**src/hw/rtl/assert_macros.svh**
```systemverilog
// Assertion macros shared by the RTL modules of the array list engine.
`ifndef ASSERT_MACROS_SVH
`define ASSERT_MACROS_SVH

// Same-cycle implication, checked on every rising edge outside reset.
`define PAL_ASSERT_IMPLY(lbl, ante, cons, msg) \
  lbl: assert property (@(posedge clk) disable iff (!rst_n) (ante) |-> (cons)) \
    else $error(msg);

// Next-cycle implication, checked on every rising edge outside reset.
`define PAL_ASSERT_NEXT(lbl, ante, cons, msg) \
  lbl: assert property (@(posedge clk) disable iff (!rst_n) (ante) |=> (cons)) \
    else $error(msg);

`endif

```
**src/hw/rtl/pal_pkg.sv**
```systemverilog
// Package with the types, codes and command/status structs of the array list engine.
package pal_pkg;

  // Default list capacity.
  localparam int unsigned PAL_CAPACITY = 64;

  // Fixed field widths of the channels.
  localparam int unsigned ACT_W  = 4;
  localparam int unsigned KEY_W  = 32;
  localparam int unsigned VAL_W  = 32;
  localparam int unsigned POS_W  = 7;
  localparam int unsigned ST_W   = 3;
  localparam int unsigned FPOS_W = 6;
  localparam int unsigned MCNT_W = 7;
  localparam int unsigned SIZE_W = 7;

  // Action codes.
  typedef enum logic [ACT_W-1:0] {
    ACT_INS_HEAD = 4'd0,
    ACT_INS_TAIL = 4'd1,
    ACT_INS_POS  = 4'd2,
    ACT_RM_HEAD  = 4'd3,
    ACT_RM_TAIL  = 4'd4,
    ACT_RM_POS   = 4'd5,
    ACT_RM_KEY   = 4'd6,
    ACT_FIND_KEY = 4'd7,
    ACT_READ_POS = 4'd8,
    ACT_COUNT    = 4'd9,
    ACT_CLEAR    = 4'd10
  } pal_action_t;

  // Result status codes.
  typedef enum logic [ST_W-1:0] {
    ST_OK     = 3'd0,
    ST_EMPTY  = 3'd1,
    ST_FULL   = 3'd2,
    ST_BADPOS = 3'd3,
    ST_NOKEY  = 3'd4
  } pal_status_t;

  // Action classes as seen by the controller.
  typedef enum logic [2:0] {
    K_INS,
    K_RMPOS,
    K_READ,
    K_RMKEY,
    K_FIND,
    K_COUNT,
    K_OTHER
  } pal_kind_t;

  // Controller states.
  typedef enum logic [3:0] {
    S_IDLE,
    S_DECODE,
    S_READ,
    S_CAPT,
    S_SCAN,
    S_SHUP,
    S_SHDN,
    S_DRAIN,
    S_PUT,
    S_FINISH
  } pal_state_t;

  // Commands from the controller to the datapath.
  typedef struct packed {
    logic idle;       // ready for a new input beat
    logic dec_load;   // load decode outcome, target position and pointer
    logic rd_p;       // read the entry at the target position
    logic capt;       // capture read data as the found entry, pointer to target + 1
    logic scan_step;  // read the entry under the pointer and advance
    logic hit_load;   // take the matching entry as the target
    logic nokey_set;  // report key not found
    logic mcnt_inc;   // count one key match
    logic shift_up;   // move one entry up by one place
    logic shift_dn;   // move one entry down by one place
    logic put_en;     // write the new entry at the target position
    logic finish;     // load the result register and commit the size
  } pal_cmd_t;

  // Status from the datapath to the controller.
  typedef struct packed {
    logic      in_fire;
    pal_kind_t kind;
    logic      dec_err;
    logic      p_lt_cnt;
    logic      pn_lt_cnt;
    logic      up_last;
    logic      dn_last;
    logic      hit;
    logic      scan_last;
    logic      out_free;
  } pal_sts_t;

endpackage

```
**src/hw/rtl/pal_ctrl.sv**
```systemverilog
// Controller state machine that sequences decode, scans, shifts and result hand-off.
module pal_ctrl import pal_pkg::*; (
  input  logic     clk,
  input  logic     rst_n,
  input  pal_sts_t sts,
  output pal_cmd_t cmd
);

  pal_state_t state_r;
  pal_state_t state_nxt;

  // State register.
  always_ff @(posedge clk) begin
    if (!rst_n) begin
      state_r <= S_IDLE;
    end else begin
      state_r <= state_nxt;
    end
  end

  // Next state and commands.
  always_comb begin
    cmd       = '0;
    state_nxt = state_r;
    case (state_r)
      S_IDLE: begin
        cmd.idle = 1'b1;
        if (sts.in_fire) begin
          state_nxt = S_DECODE;
        end
      end
      S_DECODE: begin
        cmd.dec_load = 1'b1;
        if (sts.dec_err) begin
          state_nxt = S_FINISH;
        end else begin
          case (sts.kind)
            K_INS:   state_nxt = sts.p_lt_cnt ? S_SHUP : S_PUT;
            K_RMPOS: state_nxt = S_READ;
            K_READ:  state_nxt = S_READ;
            K_RMKEY: state_nxt = S_SCAN;
            K_FIND:  state_nxt = S_SCAN;
            K_COUNT: state_nxt = S_SCAN;
            default: state_nxt = S_FINISH;
          endcase
        end
      end
      S_READ: begin
        cmd.rd_p  = 1'b1;
        state_nxt = S_CAPT;
      end
      S_CAPT: begin
        cmd.capt = 1'b1;
        if (sts.kind == K_RMPOS && sts.pn_lt_cnt) begin
          state_nxt = S_SHDN;
        end else begin
          state_nxt = S_FINISH;
        end
      end
      S_SCAN: begin
        cmd.scan_step = 1'b1;
        if (sts.kind == K_COUNT) begin
          cmd.mcnt_inc = sts.hit;
          if (sts.scan_last) begin
            state_nxt = S_FINISH;
          end
        end else if (sts.hit) begin
          // First match ends the search; a remove then closes the gap.
          cmd.hit_load = 1'b1;
          if (sts.kind == K_RMKEY && !sts.scan_last) begin
            state_nxt = S_SHDN;
          end else begin
            state_nxt = S_FINISH;
          end
        end else if (sts.scan_last) begin
          cmd.nokey_set = 1'b1;
          state_nxt     = S_FINISH;
        end
      end
      S_SHUP: begin
        cmd.shift_up = 1'b1;
        if (sts.up_last) begin
          state_nxt = S_DRAIN;
        end
      end
      S_SHDN: begin
        cmd.shift_dn = 1'b1;
        if (sts.dn_last) begin
          state_nxt = S_DRAIN;
        end
      end
      S_DRAIN: begin
        // The last moved entry is written back in this cycle.
        state_nxt = (sts.kind == K_INS) ? S_PUT : S_FINISH;
      end
      S_PUT: begin
        cmd.put_en = 1'b1;
        state_nxt  = S_FINISH;
      end
      S_FINISH: begin
        if (sts.out_free) begin
          cmd.finish = 1'b1;
          state_nxt  = S_IDLE;
        end
      end
      default: begin
        state_nxt = S_IDLE;
      end
    endcase
  end

endmodule

```
**config.mk**
```make
export PLATFORM = sky130hd
export DESIGN_NAME = pal_ctrl
export DESIGN_NICKNAME = d
export VERILOG_FILES = /design/src/hw/rtl/assert_macros.svh /design/src/hw/rtl/pal_pkg.sv /design/src/hw/rtl/pal_ctrl.sv
export SDC_FILE = /design/constraint.sdc
export NUM_CORES = 1
export LEC_CHECK = 0
export BUFFER_PORTS_ARGS = -buffer_cell sky130_fd_sc_hd__buf_2
export CAP_MARGIN = 20
export CORE_MARGIN = 2
export CORE_UTILIZATION = 40
export DETAILED_ROUTE_END_ITERATION = 8
export PLACE_DENSITY = 0.78
export RECOVER_POWER = 100
export SYNTH_ARGS = -nofsm -noshare
export SYNTH_HDL_FRONTEND = slang
export SYNTH_SLANG_ARGS = --single-unit
```
**constraint.sdc**
```tcl
create_clock -name clk -period 3.5 [get_ports clk]
set_input_delay 0.35 -clock clk [delete_from_list [all_inputs] [get_ports clk]]
set_output_delay 0.35 -clock clk [all_outputs]
set_load 0.05 [all_outputs]
```
==> results of run 1 <==
[cell usage in the layout (no fill, tap or decap), types with 2 or more instances in the layout]
| master | n |
|---|---|
| buf_2 | 13 |
| clkbuf_1 | 12 |
| inv_1 | 7 |
| nor3_1 | 7 |
| o21ai_0 | 6 |
| nor2_1 | 5 |
| nand2b_1 | 4 |
| dfxtp_1 | 4 |
| nor2b_1 | 3 |
| nor3b_1 | 3 |
| or3_1 | 3 |
| o211ai_1 | 3 |
| clkbuf_4 | 3 |
| or4b_1 | 2 |
| nand2_1 | 2 |
| nor4_1 | 2 |
| nor4b_1 | 2 |
| and3_1 | 2 |
| nand3b_1 | 2 |
| a21oi_1 | 2 |
| a221oi_1 | 2 |
| nand3_1 | 2 |
[how the worst max path moves through the flow]
| stage | from | to | slack [ns] | depth (start not counted) |
|---|---|---|---|---|
| after detailed placement | state_r[2]$_SDFFE_PN0P_ | cmd[5] | 1.31 | 3 |
| after global placement | state_r[2]$_SDFFE_PN0P_ | cmd[5] | 1.33 | 3 |
| after global routing | state_r[2]$_SDFFE_PN0P_ | cmd[5] | 0.71 | 3 |
| after CTS | state_r[2]$_SDFFE_PN0P_ | cmd[5] | 1.05 | 3 |
| final | state_r[2]$_SDFFE_PN0P_ | cmd[5] | 0.84 | 3 |
| after floorplan | state_r[3]$_SDFFE_PN0P_ | cmd[5] | 0.55 | 2 |
[routing by layer]
metal | global-route usage (%) | vias to the layer above
li1 | - | 382
met1 | 25.1 | 344
met2 | 29.6 | 20
met3 | 6.25 | 2
met4 | 4.24 | 0
met5 | 0 | -
[layout make-up]
class	instances	area [um^2]	share of cell area [%]
multi-input cells	70	472	64.6
flip-flops and latches	4	80.1	11.0
inverters	7	26.3	3.60
repair buffers	25	110	15.1
clock buffers	3	22.5	3.08
well taps	16	20.0	2.74
[kinds of logic after synthesis]
| logic type | Yosys count | synth area share, % |
|---|---|---|
| compound gates | 25 | 30.1 |
| simple gates | 44 | 45.7 |
| xor+xnor | 1 | 1.41 |
| buf+inv | 14 | 9.90 |
| flops | 4 | 12.9 |
[per-stage QoR]
stage	total power, uW	hold slack [ns]	cells	util [%]
finish	256	0.356	125	49.7
global route	275	0.367	125	49.7
CTS	260	0.355	125	51.1
detailed placement	201	0.592	122	49.6
global placement	199	0.590	122	49.6
floorplan	171	0.478	88	-
[critical path, cell delays in order, from the launching register on]
cell and delay, ns:
dfxtp_1 0.69, or4b_1 0.58, nor4b_1 0.30, clkbuf_1 0.50
[power breakdown]
group	internal, uW	switching (uW)
registers	51.4	21.1
clock network	38.5	21.1
logic	43.6	80.2
==> impl_metrics.env, run 1 <==
export IMPL_ir_drop_v=0.000166
export IMPL_maxSlewHeadroom_pct=59.2
export IMPL_antenna_cells=0
export IMPL_crit_required_ns=3.15
export IMPL_wl_per_cell_um=13.5
export IMPL_ant_nets=0
export IMPL_clk_pin_slew_worst_paths_ns=0.04
export IMPL_dieArea_um2=1880
export IMPL_cts_buffers=3
export IMPL_avgViaCountPerCell=5.98
export IMPL_synthesis_area_um2=619
export IMPL_gp_congestion=0.775
export IMPL_grt_use_total_pct=18.8
export IMPL_synth_commonest_cells="inv_1 (7), nor3_1 (7), o21ai_0 (6), clkbuf_1 (5), nor2_1 (5)"
export IMPL_cts_tree="yes"
export IMPL_yosysTopAreaCellShare_pct=12.9
export IMPL_reg2reg_setup_slack_ns=1.41
export IMPL_yosysTopAreaCell="dfxtp_1"
export IMPL_top_layer_used="met4"
export IMPL_core_rowCount=14
export IMPL_max_freq_ghz=0.376
export IMPL_reg_largest_list="state_r x4"
export IMPL_clk_latency_ns=0.24
export IMPL_powerDensity_nw_per_um2=350
export IMPL_die_w_um=43.4
export IMPL_arrival_ns=2.31
export IMPL_met3WireLength_um=89
export IMPL_ys_types=41
export IMPL_finalHoldViolCount=0
export IMPL_holdPathEnd="state_r[2]$_SDFFE_PN0P_"
export IMPL_whs_path_depth=2
export IMPL_grt_max_degree=23
export IMPL_min_from="rst_n"
export IMPL_synth_seq_cells=4
export IMPL_r2r_cells=4
export IMPL_worst_slack_ns=0.838
export IMPL_finalMaxSlewViolations=0
export IMPL_regMostFlops="state_r"
export IMPL_drv_cap=0
export IMPL_final_min_period_over_clock_period_pct=76.0
export IMPL_nFillCells=150
export IMPL_synth_edf_count=0
export IMPL_setup_tns_ns=0
export IMPL_cts_root_buffer="clkbuf_4"
export IMPL_r2r_end="state_r[0]$_SDFFE_PN0P_"
export IMPL_start_kind="flip-flop"
export IMPL_coreArea_um2=1470
export IMPL_syn_avg_cell_area_um2=7.04
export IMPL_clk_path_buf_depth=2
export IMPL_path_max_fanout=22
export IMPL_hold_buffers=0
export IMPL_drt_iter0_drc=4
export IMPL_synth_async_sr_flop_share_pct=0
export IMPL_pre_cts_slack_ns=1.31
export IMPL_cts_setup_buffers=0
export IMPL_syn_inst=88
export IMPL_worst_setup_path_type="reg2out"
export IMPL_htree_levels=1
export IMPL_postPlaceCellArea_um2=729
export IMPL_fin_nets=125
export IMPL_drc=0
export IMPL_grt_pass1_vias=668
export IMPL_largest_reg_flops=4
export IMPL_clock_sinks=4
export IMPL_worst_slew_pin_slew_ns=0.615
export IMPL_drive_gt1_share_pct=17.4
export IMPL_dpl_hpwl_mm=1.27
export IMPL_overflow=0
export IMPL_synthFlopType="dfxtp_1"
export IMPL_r2r_start="state_r[2]$_SDFFE_PN0P_"
export IMPL_ctsResizeCount=0
export IMPL_rsz0062_at_grt="false"
export IMPL_worst_clock_skew_ns=0.000499
export IMPL_status="finished, final reports clean"
export IMPL_syn_num_nets=102
export IMPL_antenna_found_initial=0
export IMPL_ioPinCount=26
export IMPL_grt_pass1_wl_mm=2.77
export IMPL_critPathCaptureType="output port"
export IMPL_synth_seq_area_share_pct=12.9
export IMPL_m1WireLength_um=770
export IMPL_finalSetupViolCount=0
export IMPL_power_leakage_uw=0.000279
export IMPL_final_area_um2=731
export IMPL_initial_utilization_pct=42.1
export IMPL_ys_warn_count=0
export IMPL_fin_crit_ns=2.66
export IMPL_synthTopCellsByArea="dfxtp_1 (13%), nor3_1 (5.7%), o21ai_0 (4.8%), inv_1 (4.2%), nand2b_1 (4.0%)"
export IMPL_routed_wl_mm=1.69
export IMPL_die_h_um=43.4
export IMPL_dr_pass1_iters=4
export IMPL_synthToLayoutAreaGrowth_pct=18.0
export IMPL_vias=748
export IMPL_place_port_buffers=25
export IMPL_wl_met2_um=818
export IMPL_hold_class="in2reg"
(Power assumes the default switching activity.)
==> run 2, diff against run 1 <==
--- a/config.mk
+++ b/config.mk
@@ -10,7 +10,7 @@
 export CORE_MARGIN = 2
 export CORE_UTILIZATION = 40
 export DETAILED_ROUTE_END_ITERATION = 8
-export PLACE_DENSITY = 0.78
+export PLACE_DENSITY = 0.8
 export RECOVER_POWER = 100
 export SYNTH_ARGS = -nofsm -noshare
 export SYNTH_HDL_FRONTEND = slang
==> constraint.sdc (replaced) <==
create_clock -name clk -period 2.4 [get_ports clk]
set_input_delay 0.24 -clock clk [delete_from_list [all_inputs] [get_ports clk]]
set_output_delay 0.24 -clock clk [all_outputs]
set_load 0.05 [all_outputs]
==> run 2 against run 1 <==
  * Critical path depth did not move
  * Sequential cell count unchanged
  * Sequential power grew 32%
  * Non-clock buffer count grew 2
  * Hold slack lost 0.095 ns
  * Register-to-register slack got worse by 0.98 ns
  * Sequential share of layout area down 0.55 points
  * Setup slack lost 0.65 ns
  * Total power grew 49%
  * First-iteration DRC count increased to 3.8 times the previous value
  * Final area is 5.3% higher
  * Clock power is 40% higher
==> impl_metrics.env, run 2 (same netlist as run 1, synthesis figures left out) <==
export IMPL_arrival_ns=1.97
export IMPL_whs_path_depth=2
export IMPL_rsz0062_at_grt="false"
export IMPL_gp_congestion=0.871
export IMPL_r2r_end="state_r[0]$_SDFFE_PN0P_"
export IMPL_fin_crit_ns=2.21
export IMPL_crit_chain="or4b_1 > inv_1 > clkbuf_1"
export IMPL_final_min_period_over_clock_period_pct=92.1
export IMPL_regMostFlops="state_r"
export IMPL_worst_clock_skew_ns=0.00366
export IMPL_power_leakage_uw=0.000306
export IMPL_grt_pass1_wl_mm=2.88
export IMPL_htree_levels=1
export IMPL_vias=766
export IMPL_nFillCells=156
export IMPL_dpl_hpwl_mm=1.30
export IMPL_critPathMaxStageDelay_ns=0.59
export IMPL_cts_setup_buffers=0
export IMPL_hold_class="in2reg"
export IMPL_worst_setup_path_type="reg2out"
export IMPL_path_max_fanout=12
export IMPL_dieArea_um2=1880
export IMPL_worst_slew_pin_slew_ns=0.600
export IMPL_clk_latency_ns=0.23
export IMPL_cts_buffers=3
export IMPL_start_kind="flip-flop"
export IMPL_drt_iter0_drc=15
export IMPL_crit_required_ns=2.16
export IMPL_maxSlewHeadroom_pct=60.2
export IMPL_cts_root_buffer="clkbuf_4"
export IMPL_finalSetupViolCount=0
export IMPL_ant_nets=0
export IMPL_status="finished, final reports clean"
export IMPL_ctsResizeCount=0
export IMPL_coreArea_um2=1470
export IMPL_final_common_cell="buf_2"
export IMPL_final_instance_count_excl_fill=127
export IMPL_clk_path_buf_depth=2
export IMPL_initial_utilization_pct=42.1
export IMPL_finalMaxSlewViolations=0
export IMPL_antenna_found_initial=0
export IMPL_drv_cap=0
export IMPL_pre_cts_slack_ns=0.470
export IMPL_multi_input_area_um2=490
export IMPL_routed_wl_mm=1.69
export IMPL_regArea_um2=80.1
export IMPL_hold_buffers=0
export IMPL_r2r_cells=4
export IMPL_min_from="rst_n"
export IMPL_critPathSlowestCell="or4b_1"
export IMPL_overflow=0
export IMPL_ioPinCount=26
export IMPL_worst_slack_ns=0.191
export IMPL_largest_reg_flops=4
export IMPL_startpoint="state_r[2]$_SDFFE_PN0P_"
export IMPL_die_h_um=43.4
export IMPL_holdPathEnd="state_r[2]$_SDFFE_PN0P_"
export IMPL_avgViaCountPerCell=6.03
export IMPL_cts_tree="yes"
export IMPL_wl_per_cell_um=13.3
export IMPL_fin_nets=127
export IMPL_dp_cells=124
export IMPL_grt_use_total_pct=19.6
export IMPL_synthToLayoutAreaGrowth_pct=24.2
export IMPL_finalHoldViolCount=0
export IMPL_antenna_cells=0
export IMPL_clock_sinks=4
export IMPL_place_port_buffers=25
export IMPL_setup_tns_ns=0
export IMPL_mostFrequentLayoutCells="buf_2 (13), clkbuf_1 (8), inv_1 (7), nor3_1 (7), o21ai_0 (6)"
export IMPL_clk_pin_slew_worst_paths_ns=0.04
export IMPL_drc=0
export IMPL_ir_drop_v=0.000176
export IMPL_reg_largest_list="state_r x4"
export IMPL_grt_max_degree=16
export IMPL_drive_gt1_share_pct=25.2
export IMPL_r2r_start="state_r[2]$_SDFFE_PN0P_"
export IMPL_core_rowCount=14
export IMPL_max_freq_ghz=0.453
export IMPL_critPathCaptureType="output port"
export IMPL_reg2reg_setup_slack_ns=0.43
export IMPL_die_w_um=43.4
export IMPL_grt_pass1_vias=623
export IMPL_powerDensity_nw_per_um2=497
export IMPL_dr_pass1_iters=4
run 2: per-layer routing:
| metal | vias up | track usage, % | part of all wire, % |
|---|---|---|---|
| met4 | 0 | 7.27 | 0 |
| li1 | 387 | - | - |
| met3 | 0 | 1.25 | 5.8 |
| met5 | - | 0 | 0 |
| met2 | 28 | 27.5 | 47 |
| met1 | 351 | 30.9 | 47 |
run 2: worst max-delay path by stage:
stage	cells after the start	end	slack (ns)
after floorplan	2	cmd[6]	0.11
after global placement	3	cmd[5]	0.50
after detailed placement	4	state_r[1]$_SDFFE_PN0P_	0.47
after CTS	3	cmd[5]	0.25
after global routing	3	cmd[7]	0.15
final	3	cmd[7]	0.19
run 2: per-stage QoR:
| stage | power (uW) | hold slack [ns] | instance area, um^2 | utilization [%] |
|---|---|---|---|---|
| floorplan | 254 | 0.368 | 638 | - |
| global placement | 300 | 0.472 | 763 | 51.9 |
| detailed placement | 304 | 0.491 | 763 | 51.9 |
| CTS | 391 | 0.251 | 786 | 53.4 |
| global route | 409 | 0.267 | 769 | 52.3 |
| finish | 382 | 0.260 | 769 | 52.3 |
run 2: power by group:
part / switching (uW) / leakage [uW] / internal, uW / total (uW)
logic: 132 / 0.000260 / 71.3 / 203
registers: 20.5 / 0.0000328 / 75.1 / 95.6
clock network: 27.5 / 0.0000138 / 56.0 / 83.5
total: 180 / 0.000306 / 202 / 382
run 2: worst max-delay path: cells and delay by family, from the launching register on:
family                 cells  cell delay, ns
buffers and inverters      2            0.59
flip-flops                 1            0.56
AND/OR/NAND/NOR            1            0.59
run 2: area by class of cell:
class	instances	area share, %
Sequential cell	4	10.4
Clock buffer	3	2.93
Multi-Input combinational cell	70	63.7
Tap cell	16	2.60
Inverter	7	3.41
Timing Repair Buffer	27	16.9
==> run 3, diff against run 2 <==
--- a/config.mk
+++ b/config.mk
@@ -5,12 +5,14 @@
 export SDC_FILE = /design/constraint.sdc
 export NUM_CORES = 1
 export LEC_CHECK = 0
+export ABC_AREA = 1
+export ABC_CLOCK_PERIOD_IN_PS = 2400
 export BUFFER_PORTS_ARGS = -buffer_cell sky130_fd_sc_hd__buf_2
 export CAP_MARGIN = 20
 export CORE_MARGIN = 2
 export CORE_UTILIZATION = 40
 export DETAILED_ROUTE_END_ITERATION = 8
-export PLACE_DENSITY = 0.8
+export PLACE_DENSITY = 0.81
 export RECOVER_POWER = 100
 export SYNTH_ARGS = -nofsm -noshare
 export SYNTH_HDL_FRONTEND = slang
==> run 3 against run 2 <==
  * Synthesized cell count rose by 20%
  * Clock-buffer cell count did not move
  * Critical path depth did not move
  * Sequential power rose by 2%
  * Clock skew rose by 0.0011 ns
  * First-iteration DRC count fell by 6.7%
  * Setup slack improved by 0.32 ns
  * Combinational power rose by 54%
==> impl_metrics.env, run 3 <==
export IMPL_ir_drop_v=0.000299
export IMPL_dr_pass1_iters=4
export IMPL_fin_nets=150
export IMPL_dpl_hpwl_mm=1.25
export IMPL_place_port_buffers=25
export IMPL_worst_clock_skew_ns=0.00472
export IMPL_synthesis_area_um2=584
export IMPL_largest_reg_flops=4
export IMPL_mostFrequentLayoutCells="nand2_1 (27), nor2_1 (24), inv_1 (13), buf_2 (13), clkbuf_1 (12)"
export IMPL_grt_pass1_wl_mm=2.51
export IMPL_finalSetupViolCount=0
export IMPL_yosysTopAreaCellShare_pct=16.7
export IMPL_synth_seq_area_share_pct=13.7
export IMPL_status="finished, final reports clean"
export IMPL_rsz0062_at_grt="false"
export IMPL_r2r_cells=6
export IMPL_ant_nets=0
export IMPL_final_instance_count_excl_fill=149
export IMPL_antenna_cells=0
export IMPL_ioPinCount=26
export IMPL_final_common_cell="nand2_1"
export IMPL_regMostFlops="state_r"
export IMPL_worst_setup_path_type="reg2out"
export IMPL_finalMaxSlewViolations=0
export IMPL_setup_tns_ns=0
export IMPL_overflow=0
export IMPL_crit_required_ns=2.16
export IMPL_drt_iter0_drc=14
export IMPL_yosysTopAreaCell="nand2_1"
export IMPL_antenna_found_initial=0
export IMPL_synthFlopType="dfxtp_1"
export IMPL_coreArea_um2=1330
export IMPL_drive_gt1_share_pct=26.9
export IMPL_critPathMaxStageDelay_ns=0.51
export IMPL_cts_tree="yes"
export IMPL_drv_cap=0
export IMPL_gp_congestion=0.866
export IMPL_synth_edf_count=0
export IMPL_ys_warn_count=0
export IMPL_critPathSlowestCell="clkbuf_1"
export IMPL_synthToLayoutAreaGrowth_pct=24.6
export IMPL_syn_avg_cell_area_um2=5.51
export IMPL_r2r_start="state_r[0]$_SDFFE_PN0P_"
export IMPL_clk_pin_slew_worst_paths_ns=0.04
export IMPL_synth_commonest_cells="nand2_1 (26), nor2_1 (22), inv_1 (13), nand2_2 (5), nor2_2 (5)"
export IMPL_core_rowCount=13
export IMPL_worst_slew_pin_slew_ns=0.605
export IMPL_postPlaceCellArea_um2=728
export IMPL_cts_root_buffer="clkbuf_4"
export IMPL_syn_inst=106
export IMPL_grt_max_degree=8
export IMPL_wl_per_cell_um=9.57
export IMPL_nFillCells=152
export IMPL_dp_cells=146
export IMPL_finalHoldViolCount=0
export IMPL_powerDensity_nw_per_um2=686
export IMPL_min_from="rst_n"
export IMPL_multi_input_area_um2=428
export IMPL_dieArea_um2=1780
export IMPL_power_leakage_uw=0.000375
export IMPL_grt_use_total_pct=18.5
export IMPL_vias=719
export IMPL_setup_worst_path_end="cmd[10]"
export IMPL_cts_setup_buffers=0
export IMPL_ctsResizeCount=0
export IMPL_crit_chain="nand2_1 > nor2_1 > clkbuf_1"
export IMPL_clk_latency_ns=0.25
export IMPL_syn_num_nets=120
export IMPL_die_w_um=42.2
export IMPL_ys_types=23
export IMPL_yosysMostFrequentCell="nand2_1"
export IMPL_path_max_fanout=6
export IMPL_die_h_um=42.2
export IMPL_startpoint="state_r[0]$_SDFFE_PN0P_"
export IMPL_clk_path_buf_depth=2
export IMPL_reg_largest_list="state_r x4"
export IMPL_hold_class="in2reg"
export IMPL_reg2reg_setup_slack_ns=1.03
export IMPL_fin_crit_ns=1.89
export IMPL_critPathCaptureType="output port"
export IMPL_start_kind="flip-flop"
export IMPL_routed_wl_mm=1.43
export IMPL_synthTopCellsByArea="nand2_1 (17%), nor2_1 (14%), dfxtp_1 (14%), inv_1 (8.4%), nand2_2 (5.4%)"
export IMPL_synth_seq_cells=4
export IMPL_final_area_um2=728
export IMPL_clock_sinks=4
export IMPL_max_freq_ghz=0.530
export IMPL_final_min_period_over_clock_period_pct=78.7
export IMPL_regArea_um2=80.1
export IMPL_r2r_end="state_r[1]$_SDFFE_PN0P_"
export IMPL_htree_levels=1
export IMPL_synth_async_sr_flop_share_pct=0
export IMPL_cts_buffers=3
export IMPL_hold_buffers=0
export IMPL_maxSlewHeadroom_pct=59.8
export IMPL_avgViaCountPerCell=4.83
export IMPL_initial_utilization_pct=43.8
export IMPL_arrival_ns=1.65
export IMPL_drc=0
export IMPL_grt_pass1_vias=615
run 3: final cells by class:
type,instances,share of cell area (%)
clock buffers,3,3.09
multi-input cells,85,58.8
repair buffers,25,15.1
flip-flops and latches,4,11.0
inverters,17,9.45
well taps,15,2.58
run 3: worst min-delay path by stage:
stage	endpoint	depth (start not counted)	slack, ns
final	state_r[2]$_SDFFE_PN0P_	3	0.27
after global routing	state_r[1]$_SDFFE_PN0P_	4	0.28
after CTS	state_r[1]$_SDFFE_PN0P_	4	0.26
after detailed placement	state_r[1]$_SDFFE_PN0P_	3	0.53
after global placement	state_r[2]$_SDFFE_PN0P_	3	0.52
after floorplan	state_r[1]$_SDFFE_PN0P_	2	0.41
run 3: through the flow:
| stage | hold WS [ns] | setup slack, ns | utilization, % | total power [uW] |
|---|---|---|---|---|
| floorplan | 0.411 | 0.187 | - | 357 |
| global placement | 0.515 | 1.04 | 54.6 | 420 |
| detailed placement | 0.526 | 0.994 | 54.6 | 425 |
| CTS | 0.264 | 0.723 | 56.3 | 518 |
| global route | 0.278 | 0.413 | 54.6 | 540 |
| finish | 0.266 | 0.512 | 54.6 | 500 |
run 3: power breakdown:
part	switching (uW)	internal, uW	leakage (uW)	total, uW
sequential	16.8	80.6	0.0000327	97.4
combinational	231	81.1	0.000328	313
clock	33.6	56.3	0.0000138	90.0
run 3: metal layers:
| layer | part of all wire (%) | wire, um | global-route usage (%) |
|---|---|---|---|
| met5 | 0 | 0 | 0 |
| met4 | 1.5 | 21 | 9.38 |
| met1 | 46 | 658 | 22.8 |
| met2 | 49 | 701 | 28.9 |
| met3 | 3.1 | 44 | 5.17 |
run 3: logic make-up (layout without fill, tap and decap cells):
| logic type | count (synthesis) | count (layout) | synth area share [%] |
|---|---|---|---|
| DFF | 4 | 4 | 13.7 |
| buffers and inverters | 17 | 45 | 11.8 |
| AOI/OAI and AO/OA | 10 | 10 | 11.6 |
| and+or+nand+nor | 75 | 75 | 63.0 |
run 3: critical path: cells and delay by family, from the launching register on:
kind          cells  cell delay [ns]
buf+inv           1             0.51
flops             1             0.41
simple gates      2             0.49
